===== config.mk =====
export PLATFORM = sky130hd
export DESIGN_NAME = wav_pcm16_stream_parser
export DESIGN_NICKNAME = d
export VERILOG_FILES = /design/src/rtl/core/wps_pkg.sv /design/src/rtl/core/wps_step.sv /design/src/rtl/core/wav_pcm16_stream_parser.sv
export VERILOG_INCLUDE_DIRS = /design/src /design/src/rtl/core
export SDC_FILE = /design/constraint.sdc
export NUM_CORES = 1
export LEC_CHECK = 0
export ABC_AREA = 1
export BUFFER_PORTS_ARGS = -buffer_cell sky130_fd_sc_hd__buf_2
export CORE_MARGIN = 4
export CORE_UTILIZATION = 45
export CTS_CLUSTER_DIAMETER = 50
export DETAILED_ROUTE_END_ITERATION = 8
export SLEW_MARGIN = 25
export SYNTH_ARGS = -nofsm -noshare
export SYNTH_HDL_FRONTEND = slang
export SYNTH_SLANG_ARGS = --single-unit
export TNS_END_PERCENT = 20

===== constraint.sdc =====
create_clock -name clk -period 3.75 [get_ports clk]
set_input_delay 0 -clock clk [delete_from_list [all_inputs] [get_ports clk]]
set_output_delay 0 -clock clk [all_outputs]
set_load 0.01 [all_outputs]

===== src/rtl/core/wav_pcm16_stream_parser_assert.svh =====
// Assertion helpers for the stream parser. Both sample on clk and stay quiet during reset.
`ifndef WAV_PCM16_STREAM_PARSER_ASSERT_SVH
`define WAV_PCM16_STREAM_PARSER_ASSERT_SVH

// Same-cycle implication.
`define WPS_ASSERT_IMPLY(label, ante, cons) \
    label: assert property (@(posedge clk) disable iff (!rst_n) (ante) |-> (cons)) \
        else $error("wav parser assertion failed");

// Next-cycle implication.
`define WPS_ASSERT_NEXT(label, ante, cons) \
    label: assert property (@(posedge clk) disable iff (!rst_n) (ante) |=> (cons)) \
        else $error("wav parser assertion failed");

`endif


===== src/rtl/core/wps_pkg.sv =====
package wps_pkg;

    localparam logic [2:0] PH_HEADER = 3'd0;
    localparam logic [2:0] PH_CHUNK  = 3'd1;
    localparam logic [2:0] PH_FMT    = 3'd2;
    localparam logic [2:0] PH_DATA   = 3'd3;
    localparam logic [2:0] PH_SKIP   = 3'd4;
    localparam logic [2:0] PH_PAD    = 3'd5;
    localparam logic [2:0] PH_ERROR  = 3'd6;

    localparam logic [1:0] KIND_SAMPLE = 2'd0;
    localparam logic [1:0] KIND_FORMAT = 2'd1;
    localparam logic [1:0] KIND_STATUS = 2'd2;

    localparam logic [2:0] ST_OK          = 3'd0;
    localparam logic [2:0] ST_BAD_RIFF    = 3'd1;
    localparam logic [2:0] ST_UNSUPPORTED = 3'd2;
    localparam logic [2:0] ST_TRUNCATED   = 3'd3;
    localparam logic [2:0] ST_SIZE        = 3'd4;
    localparam logic [2:0] ST_NO_FMT      = 3'd5;
    localparam logic [2:0] ST_NO_DATA     = 3'd6;

    // Tags as they assemble little endian, first file byte in the low lane.
    localparam logic [31:0] TAG_RIFF = 32'h4646_4952;
    localparam logic [31:0] TAG_WAVE = 32'h4556_4157;
    localparam logic [31:0] TAG_FMT  = 32'h2074_6D66;
    localparam logic [31:0] TAG_DATA = 32'h6174_6164;

    localparam logic [31:0] FMT_CHUNK_LEN   = 32'd16;
    localparam logic [15:0] FMT_TAG_PCM     = 16'd1;
    localparam logic [15:0] BITS_PER_SAMPLE = 16'd16;
    localparam logic [31:0] HEADER_LEN      = 32'd12;

    localparam int OUT_DATA_W = 72;

    typedef struct packed {
        logic [2:0]  phase;
        logic [31:0] byte_count;
        logic [31:0] chunk_tag;
        logic [31:0] chunk_length;
        logic [15:0] format_tag;
        logic [15:0] channel_count;
        logic [31:0] rate_value;
        logic        seen_fmt;
        logic        seen_data;
        logic [7:0]  low_sample_byte;
        logic        pad_pending;
    } parse_state_t;

    typedef struct packed {
        logic               valid;
        logic [1:0]         kind;
        logic signed [15:0] sample;
        logic [15:0]        channels;
        logic [31:0]        sample_rate;
        logic [2:0]         status;
    } parse_result_t;

    localparam parse_state_t STATE_INIT = '0;

endpackage


===== src/rtl/core/wps_step.sv =====
module wps_step
    import wps_pkg::*;
(
    input  parse_state_t  cur,
    input  logic [7:0]    byte_value,
    input  logic          end_marker,
    output parse_state_t  nxt,
    output parse_result_t res
);

    logic [31:0] pos;
    logic [31:0] pos_inc;
    logic [31:0] len_full;
    logic [15:0] bits_field;

    assign pos        = cur.byte_count;
    assign pos_inc    = pos + 32'd1;
    assign len_full   = {byte_value, cur.chunk_length[23:0]};
    assign bits_field = {byte_value, cur.low_sample_byte};

    always_comb
    begin
        nxt = cur;
        res = '0;
        if (end_marker)
        begin
            res.kind = KIND_STATUS;
            if (cur.phase == PH_HEADER)
            begin
                res.valid  = 1'b1;
                res.status = ST_BAD_RIFF;
            end
            else if (cur.phase == PH_FMT || cur.phase == PH_DATA)
            begin
                res.valid  = 1'b1;
                res.status = ST_TRUNCATED;
            end
            else if (cur.phase != PH_ERROR)
            begin
                res.valid = 1'b1;
                if (!cur.seen_fmt)
                    res.status = ST_NO_FMT;
                else if (!cur.seen_data)
                    res.status = ST_NO_DATA;
                else
                    res.status = ST_OK;
            end
            nxt = STATE_INIT;
        end
        else
        begin
            unique case (cur.phase)
                PH_HEADER:
                begin
                    if ((pos[3:2] == 2'd0 && byte_value != TAG_RIFF[pos[1:0]*8 +: 8]) ||
                        (pos[3:2] == 2'd2 && byte_value != TAG_WAVE[pos[1:0]*8 +: 8]))
                    begin
                        nxt.phase  = PH_ERROR;
                        res.valid  = 1'b1;
                        res.kind   = KIND_STATUS;
                        res.status = ST_BAD_RIFF;
                    end
                    else if (pos_inc >= HEADER_LEN)
                    begin
                        nxt.byte_count = '0;
                        nxt.phase      = PH_CHUNK;
                    end
                    else
                    begin
                        nxt.byte_count = pos_inc;
                    end
                end
                PH_CHUNK:
                begin
                    // Byte zero of each field clears the field it starts.
                    if (!pos[2])
                    begin
                        if (pos[1:0] == 2'd0)
                            nxt.chunk_tag = {24'h0, byte_value};
                        else
                            nxt.chunk_tag[pos[1:0]*8 +: 8] = byte_value;
                    end
                    else
                    begin
                        if (pos[1:0] == 2'd0)
                            nxt.chunk_length = {24'h0, byte_value};
                        else
                            nxt.chunk_length[pos[1:0]*8 +: 8] = byte_value;
                    end
                    nxt.byte_count = pos_inc;
                    if (pos[2:0] == 3'd7)
                    begin
                        nxt.byte_count  = '0;
                        nxt.pad_pending = len_full[0];
                        res.kind        = KIND_STATUS;
                        if (cur.chunk_tag == TAG_FMT)
                        begin
                            if (cur.seen_fmt)
                            begin
                                nxt.phase  = PH_ERROR;
                                res.valid  = 1'b1;
                                res.status = ST_BAD_RIFF;
                            end
                            else if (len_full != FMT_CHUNK_LEN)
                            begin
                                nxt.phase  = PH_ERROR;
                                res.valid  = 1'b1;
                                res.status = ST_UNSUPPORTED;
                            end
                            else
                            begin
                                nxt.phase = PH_FMT;
                            end
                        end
                        else if (cur.chunk_tag == TAG_DATA)
                        begin
                            if (cur.seen_data)
                            begin
                                nxt.phase  = PH_ERROR;
                                res.valid  = 1'b1;
                                res.status = ST_BAD_RIFF;
                            end
                            else if (len_full[0])
                            begin
                                nxt.phase  = PH_ERROR;
                                res.valid  = 1'b1;
                                res.status = ST_SIZE;
                            end
                            else if (len_full == 32'd0)
                            begin
                                nxt.seen_data = 1'b1;
                                nxt.phase     = PH_CHUNK;
                            end
                            else
                            begin
                                nxt.phase = PH_DATA;
                            end
                        end
                        else if (len_full == 32'd0)
                        begin
                            nxt.phase = PH_CHUNK;
                        end
                        else
                        begin
                            nxt.phase = PH_SKIP;
                        end
                    end
                end
                PH_FMT:
                begin
                    nxt.byte_count = pos_inc;
                    case (pos[3:0])
                        4'd0: nxt.format_tag = {8'h0, byte_value};
                        4'd1: nxt.format_tag[15:8] = byte_value;
                        4'd2: nxt.channel_count = {8'h0, byte_value};
                        4'd3: nxt.channel_count[15:8] = byte_value;
                        4'd4: nxt.rate_value = {24'h0, byte_value};
                        4'd5, 4'd6, 4'd7: nxt.rate_value[pos[1:0]*8 +: 8] = byte_value;
                        4'd14: nxt.low_sample_byte = byte_value;
                        4'd15:
                        begin
                            if (cur.format_tag != FMT_TAG_PCM || bits_field != BITS_PER_SAMPLE)
                            begin
                                nxt.phase  = PH_ERROR;
                                res.valid  = 1'b1;
                                res.kind   = KIND_STATUS;
                                res.status = ST_UNSUPPORTED;
                            end
                            else
                            begin
                                nxt.seen_fmt    = 1'b1;
                                nxt.byte_count  = '0;
                                nxt.phase       = PH_CHUNK;
                                res.valid       = 1'b1;
                                res.kind        = KIND_FORMAT;
                                res.channels    = cur.channel_count;
                                res.sample_rate = cur.rate_value;
                            end
                        end
                        default: ;
                    endcase
                end
                PH_DATA:
                begin
                    nxt.byte_count = pos_inc;
                    if (!pos[0])
                    begin
                        nxt.low_sample_byte = byte_value;
                    end
                    else
                    begin
                        if (pos_inc == cur.chunk_length)
                        begin
                            nxt.seen_data  = 1'b1;
                            nxt.byte_count = '0;
                            nxt.phase      = PH_CHUNK;
                        end
                        res.valid  = 1'b1;
                        res.kind   = KIND_SAMPLE;
                        res.sample = {byte_value, cur.low_sample_byte};
                    end
                end
                PH_SKIP:
                begin
                    nxt.byte_count = pos_inc;
                    if (pos_inc == cur.chunk_length)
                    begin
                        nxt.byte_count = '0;
                        nxt.phase      = cur.pad_pending ? PH_PAD : PH_CHUNK;
                    end
                end
                PH_PAD:
                begin
                    nxt.pad_pending = 1'b0;
                    nxt.byte_count  = '0;
                    nxt.phase       = PH_CHUNK;
                end
                default: ;
            endcase
        end
    end

endmodule


===== src/rtl/core/wav_pcm16_stream_parser.sv =====
// Channel  Direction  Contents
// s_*      in         tdata[7:0] file byte, tlast = end of file (byte ignored)
// m_*      out        tuser = kind, tdata = sample, channels, rate, status
//
// One byte per cycle while s_tready is high: each accepted request updates the
// parser state register, and its result (if any) lands in the output register at the same edge.
// s_tready stays high while the output register is empty or being taken, so
// only a stalled pending result holds input back.
// Reset puts the parser at the start of the RIFF header with no result pending.
module wav_pcm16_stream_parser
    import wps_pkg::*;
(
    input  logic                  clk,
    input  logic                  rst_n,
    input  logic                  s_tvalid,
    output logic                  s_tready,
    input  logic [7:0]            s_tdata,  // [7:0] byte_value
    input  logic                  s_tlast,  // end_marker
    output logic                  m_tvalid,
    input  logic                  m_tready,
    output logic [OUT_DATA_W-1:0] m_tdata,  // [15:0] sample, [31:16] channels,
                                            // [63:32] sample_rate, [66:64] status
    output logic [1:0]            m_tuser   // [1:0] kind
);

    `include "wav_pcm16_stream_parser_assert.svh"

    parse_state_t  state_reg;
    parse_state_t  state_next;
    parse_result_t step_res;
    parse_result_t out_reg;
    logic          out_valid_reg;
    logic          accept;

    wps_step u_step (
        .cur        (state_reg),
        .byte_value (s_tdata),
        .end_marker (s_tlast),
        .nxt        (state_next),
        .res        (step_res)
    );

    assign s_tready = !out_valid_reg || m_tready;
    assign accept   = s_tvalid && s_tready;

    always_ff @(posedge clk or negedge rst_n)
    begin
        if (!rst_n)
        begin
            state_reg     <= STATE_INIT;
            out_valid_reg <= 1'b0;
        end
        else
        begin
            if (accept)
                state_reg <= state_next;
            if (accept && step_res.valid)
                out_valid_reg <= 1'b1;
            else if (m_tready)
                out_valid_reg <= 1'b0;
        end
    end

    always_ff @(posedge clk)
    begin
        if (accept && step_res.valid)
            out_reg <= step_res;
    end

    assign m_tvalid = out_valid_reg;
    assign m_tuser  = out_reg.kind;
    assign m_tdata  = {5'h0, out_reg.status, out_reg.sample_rate,
                       out_reg.channels, out_reg.sample};

    `WPS_ASSERT_NEXT(a_end_restarts, accept && s_tlast,
        state_reg.phase == PH_HEADER && state_reg.byte_count == 32'd0 && !state_reg.seen_fmt)
    `WPS_ASSERT_IMPLY(a_error_silent, accept && !s_tlast && state_reg.phase == PH_ERROR,
        !step_res.valid)
    `WPS_ASSERT_IMPLY(a_header_bound, state_reg.phase == PH_HEADER,
        state_reg.byte_count < HEADER_LEN)
    `WPS_ASSERT_IMPLY(a_sample_clean, m_tvalid && m_tuser == KIND_SAMPLE,
        m_tdata[66:16] == 51'd0)

endmodule


==> flow_summary.yaml, run 1 <==
yosys:
  syn_area_mm2: 0.01317
  ys_async_sr_fraction_pct: 71.72
  yosysMostFrequentCell: "nand2_1"
  ys_seq_elements: 244
  synthFlopType: "dfrtp_1"
  synth.distinct_cells: 49
  yosysSeqAreaShare_pct: 48.98
  netlist_instances: 1736
  synth_top_area_share_pct: 33.25
  synth_largest_area_cell: "dfrtp_1"
  ys_warn_count: 0
  synth_edf_count: 69
  synth_area_leaders: "dfrtp_1 33%, edfxtp_1 16%, nand2_1 14%, inv_1 7.2%, nor2_1 6.8%"
  yosys-top-cells-count: "485 x nand2_1, 252 x inv_1, 238 x nor2_1"
  synth.avg_cell_area_um2: 7.587
clocking:
  clk_path_buf_depth: 3
  cts_root_buf: "clkbuf_16"
  cts_sinks: 244
  cts_setup_buffers: 0
  cts_tree: "yes"
  worstSkewPairLatency_ps: 560
  h-tree-depth: 1
  cts_buffers: 31
  path_clk_slew_ps: 60
routing:
  wl_mm: 39.44
  drc: 0
  drtIter0Drc: 1196
  wl_per_cell_um: 17.48
  vias_per_cell: 5.279
  drtPass1Iterations: 5
  postRouteAntennaNets: 0
  vias: 11910
timing:
  finalCriticalPeriod_ps: 3413
  hold_ws_ps: 34.43
  setup_slack_ps: 337.5
  fin_crit_sh_pct: 91.00
  setup-tns-final_ps: 0
  finalSetupViolations: 0
  clock_skew_ps: 13.54
  max_freq_mhz: 293.0
  drv_slew: 0
  relSlewSlack_pct: 41.86
  worst_slew_pin_slew_ps: 872.2
  rsz0062_at_grt: "no"
  hold_viol_final: 0
pwr:
  cellPowerDensity_mw_per_mm2: 572.0
  p_seq_share_pct: 40.0
  cellLeakagePower_nw: 7.162
  pwr-share-clk_pct: 34.8
  p_sw_share_pct: 34.38
  combPwrFrac_pct: 25.2
  switchingPower_mw: 2.999
  finalPower_mw: 8.724
  vdd_drop_max_mv: 0.4084
  p_int_mw: 5.725
critical_path:
  crit_path_max_incr_delay_ps: 480
  rr_startpoint: "state_reg[140]"
  critPathMostFrequentCell: "nand2_1"
  crit_chain: "ha_1 -> inv_1 -> nor2_4 -> nand2_2 -> nor2_4 -> nand2_1 -> nand2_1 -> nand2_1 -> nand2_1 -> nand2_1 -> nor2_1 -> nand2_1 -> nor2_2 -> nand3_2 -> nand2_2 -> nand3_2 -> buf_4 -> nand3_1 -> nand2_1"
  criticalPathCategory: "reg -> reg"
  worstPathArrival_ps: 3850
  start_kind: "flop"
  r2r-end: "state_reg[163]"
  critPathSlowestCell: "dfrtp_1"
  ff2ff_path_depth: 19
  cp_data_required_time_ps: 4190
  rrSetupSlack_ps: 340
  path_max_fanout: 29
  crit_path_end_kind: "flop"
run:
  maxCapViolations: 0
die:
  dieWidth_um: 179.1
  core_region_area_mm2: 0.02878
  io_pins: 89
  start_util_pct: 45.77
  rows: 62
  die_h_um: 179.1
  die_area_mm2: 0.03207
worst_hold_path:
  hold_path.class: "in -> async"
placement:
  port_buffers: 83
  hpwlAfterDp_mm: 29.95
  dpl_worst_slack_ps: 338.7
  dp.cells: 2192
  place_congestion: 0.9900
  placed_cell_area_mm2: 0.01413
global_routing:
  track_usage_pct: 24.77
  grt_start_max_net_pins: 99
  antenna_found_initial: 1
  first_global_vias: 11310
  grt_pass1_wl_mm: 62.08
  grt-ovfl-total: 0
finish:
  fin_cells: 2256
  fin_nets: 1867
  area.growth.synth_to_final_pct: 15.80
  diodes: 0
  final_area_mm2: 0.01525
  final_layout_size_suffix_gt1_share_pct: 11.54
  final_core_util_pct: 53.00
  largest_reg_flops: 174
  num-fill-cells: 2792
run_status:
  status: "finished clean"
==> logic make-up (layout without fill, tap and decap cells) <==
logic type	Yosys count	after routing	share of synthesized area, %
mux	6	6	0.5129
fa+ha+maj	7	7	0.6649
compound gates	186	186	7.904
xor+xnor	6	6	0.5035
other cells	1	5	0.02847
simple gates	985	985	32.47
buf+inv	301	433	8.939
flops	244	244	48.98
==> worst max path at each step <==
stage / from / to / slack (ps) / cells after the start
finish: state_reg[140] / state_reg[163] / 340 / 19
global placement: state_reg[139] / state_reg[167] / 400 / 17
global route: state_reg[140] / state_reg[166] / 40 / 16
CTS: state_reg[139] / state_reg[163] / 300 / 19
floorplan: state_reg[139] / m_tdata[0] / 250 / 11
detailed placement: state_reg[139] / state_reg[143] / 340 / 17
==> power groups by stage <==
| stage | Clock [mW] | Combinational, mW | Sequential (mW) |
|---|---|---|---|
| 4_1_cts | 3.09 | 2.18 | 3.49 |
| 5_1_grt | 3.22 | 2.45 | 3.54 |
| 3_3_place_gp | 0 | 2.15 | 3.52 |
| 3_5_place_dp | 0 | 2.16 | 3.53 |
| 6_report | 3.04 | 2.20 | 3.49 |
| 2_1_floorplan | 0 | 1.38 | 3.55 |
==> what timing repair did <==
item,in CTS,in global routing
endpoints found under the setup margin,0,29
gates resized for setup,0,1
hold buffers,6,0
hold endpoints to repair,83,0
==> cells in the final DEF (no fill, tap or decap), types with 13 or more instances in the layout <==
cell type,count
o21ai_0,122
nor2_1,238
nand3_1,150
nor4_1,14
buf_2,82
buf_4,28
inv_1,251
nand4_1,31
nand3_2,13
dfrtp_1,174
a21oi_1,21
clkbuf_16,31
edfxtp_1,69
nand2_1,485
nor3_1,17
==> final cells by class <==
cell class / count / area, µm² / area share (%)
tap: 384 / 480.5 / 3.150
clock buffer: 40 / 849.6 / 5.570
clock inverter: 18 / 209.0 / 1.370
sequential: 244 / 6452 / 42.31
timing repair buffer: 119 / 732.0 / 4.799
inverter: 256 / 964.7 / 6.325
multi-input combinational: 1195 / 5564 / 36.48
==> critical path, delay by kind of cell, from the launching register on <==
| family | cells | cell delay, ps |
|---|---|---|
| simple gates | 16 | 2070 |
| buf+inv | 2 | 410 |
| flops | 1 | 480 |
| fa+ha+maj | 1 | 300 |
==> layer usage <==
| layer | track usage (%) | part of all wire (%) | vias to the layer above |
|---|---|---|---|
| li1 | - | - | 5803 |
| met1 | 33.19 | 43 | 5566 |
| met2 | 40.84 | 47 | 445 |
| met3 | 4.639 | 7.2 | 93 |
| met4 | 7.771 | 3.2 | 2 |
| met5 | 0 | 0.018 | - |
No activity file was read; power rests on OpenSTA's default activity.
==> run 2, diff against run 1 <==
--- a/config.mk
+++ b/config.mk
@@ -12,6 +12,7 @@
 export CORE_UTILIZATION = 45
 export CTS_CLUSTER_DIAMETER = 50
 export DETAILED_ROUTE_END_ITERATION = 8
+export HOLD_SLACK_MARGIN = 0.1
 export SLEW_MARGIN = 25
 export SYNTH_ARGS = -nofsm -noshare
 export SYNTH_HDL_FRONTEND = slang
==> constraint.sdc (replaced) <==
create_clock -name clk -period 3.75 [get_ports clk]
set_input_delay 0.75 -clock clk [delete_from_list [all_inputs] [get_ports clk]]
set_output_delay 0.75 -clock clk [all_outputs]
set_load 0.01 [all_outputs]
==> run 2 against run 1 <==
  * Die area unchanged
  * Sequential power barely moved
  * Combinational power about the same
  * Worst hold slack gained 230 ps
  * Utilization grew 0.32 points
  * Fmax rose by 1.8%
  * Global-route usage up 0.67 points
  * Final cell count is the same
  * Critical path type unchanged
  * Largest power group unchanged
  * Highest routed layer is now met4
==> flow_summary.yaml, run 2 (same netlist as run 1, synthesis figures left out) <==
routing:
  drtPass1Iterations: 5
  drtIter0Drc: 1113
  wl_mm: 39.92
  wl_per_cell_um: 17.69
  drc: 0
  vias_per_cell: 5.248
  postRouteAntennaNets: 0
  vias: 11840
pwr:
  finalPower_mw: 8.973
  cellPowerDensity_mw_per_mm2: 584.7
  cellLeakagePower_nw: 7.211
  vdd_drop_max_mv: 0.3412
clocking:
  worstSkewPairLatency_ps: 520
  cts_buffers: 35
  cts_tree: "yes"
  cts_sinks: 244
  clk_path_buf_depth: 3
  cts_hold_buffers: 0
  cts_root_buf: "clkbuf_16"
  h-tree-depth: 2
  path_clk_slew_ps: 60
global_routing:
  grt_pass1_wl_mm: 62.88
  track_usage_pct: 25.45
  grt_start_max_net_pins: 76
  grt-ovfl-total: 0
  antenna_found_initial: 0
  first_global_vias: 11160
worst_hold_path:
  hold_path.class: "in -> async"
critical_path:
  rrSetupSlack_ps: 400
  cp_data_required_time_ps: 4150
  worstPathArrival_ps: 3750
  crit_path_end_kind: "flop"
  start_kind: "flop"
  path_max_fanout: 29
  criticalPathCategory: "reg -> reg"
die:
  core_region_area_mm2: 0.02878
  die_area_mm2: 0.03207
  io_pins: 89
  rows: 62
  start_util_pct: 45.77
  dieWidth_um: 179.1
  die_h_um: 179.1
run_status:
  status: "finished clean"
placement:
  hpwlAfterDp_mm: 30.74
  dpl_worst_slack_ps: 372.4
  port_buffers: 83
  place_congestion: 0.9749
timing:
  drv_slew: 0
  finalSetupViolations: 0
  clock_skew_ps: 17.26
  max_freq_mhz: 298.4
  worst_slew_pin_slew_ps: 936.9
  hold_viol_final: 0
  rsz0062_at_grt: "no"
  setup_slack_ps: 399.1
  fin_crit_sh_pct: 89.36
  hold_ws_ps: 260.9
  finalCriticalPeriod_ps: 3351
  relSlewSlack_pct: 36.96
  setup-tns-final_ps: 0
finish:
  final_common_cell: "nand2_1"
  final_cell_mix: "485 x nand2_1, 251 x inv_1, 238 x nor2_1, 175 x dfrtp_1, 150 x nand3_1"
  num-fill-cells: 2861
  final_layout_size_suffix_gt1_share_pct: 11.81
  seqCellArea_mm2: 0.006451
  multi_input_area_mm2: 0.005572
  area.growth.synth_to_final_pct: 16.50
  diodes: 0
  largest_reg_flops: 174
  fin_nets: 1865
run:
  maxCapViolations: 0
run 2: cell count changes in the layout (fill, tap and decap cells not counted), moves of 2 or more:
| cell | before | now |
|---|---|---|
| clkbuf_16 | 31 | 37 |
| dlygate4sd3_1 | 6 | 0 |
| inv_8 | 2 | 7 |
| inv_6 | 5 | 2 |
| buf_4 | 28 | 26 |
| bufinv_16 | 3 | 1 |
| clkinv_1 | 3 | 5 |
| clkinv_4 | 3 | 1 |
run 2: cell type report:
| type | count | share of cell area, % |
|---|---|---|
| sequential | 244 | 42.04 |
| multi-input combinational | 1195 | 36.31 |
| clock buffer | 44 | 6.401 |
| inverter | 256 | 6.287 |
| timing repair buffer | 113 | 4.485 |
| tap | 384 | 3.131 |
| clock inverter | 20 | 1.345 |
run 2: final timing paths:
kind | cells after the start | from | to
max in group asynchronous | 2 | rst_n | state_reg[163]
worst min register to register | 2 | state_reg[36] | state_reg[36]
worst min-delay path | 1 | rst_n | state_reg[52]
min in group clk | 2 | state_reg[36] | state_reg[36]
worst max-delay path | 17 | state_reg[140] | state_reg[169]
worst max register to register | 17 | state_reg[140] | state_reg[169]
run 2: critical path, cell delays in order (launching register included):
cell and delay (ps):
dfrtp_1 480, ha_1 290, inv_1 160, nor2_4 280, nand3_1 190, o21bai_1 200
nand2_1 170, nand2_1 150, inv_1 50, nor2_1 90, nand2_1 50, nor2_1 290
nand3_2 160, nand2_2 130, nand3_2 80, buf_4 250, nand3_1 120, nand2_1 60
run 2: metal layers:
metal / vias up / track usage, % / part of all wire, %
li1: 5800 / - / -
met1: 5544 / 35.37 / 44
met2: 412 / 41.09 / 46
met3: 84 / 3.543 / 6.4
met4: 0 / 8.634 / 3.4
met5: - / 0 / 0
run 2: what timing repair did:
| action | CTS | global route |
|---|---|---|
| resized for setup | 0 | 1 |
| endpoints found under the setup margin | 0 | 9 |
| setup buffers | 0 | 0 |
run 2: stage by stage:
step                cells  utilization, %  cell area [µm²]
floorplan            1740               -            13190
CTS                  2256           53.28            15330
global placement     2192           49.15            14140
global route         2256           53.32            15340
finish               2256           53.32            15340
detailed placement   2192           49.15            14140
run 2: where the power goes:
group	internal, mW	leakage [nW]	switching [mW]
registers	3.23	3.07	0.238
logic	0.660	3.56	1.54
clock network	1.99	0.586	1.31
total	5.89	7.21	3.09
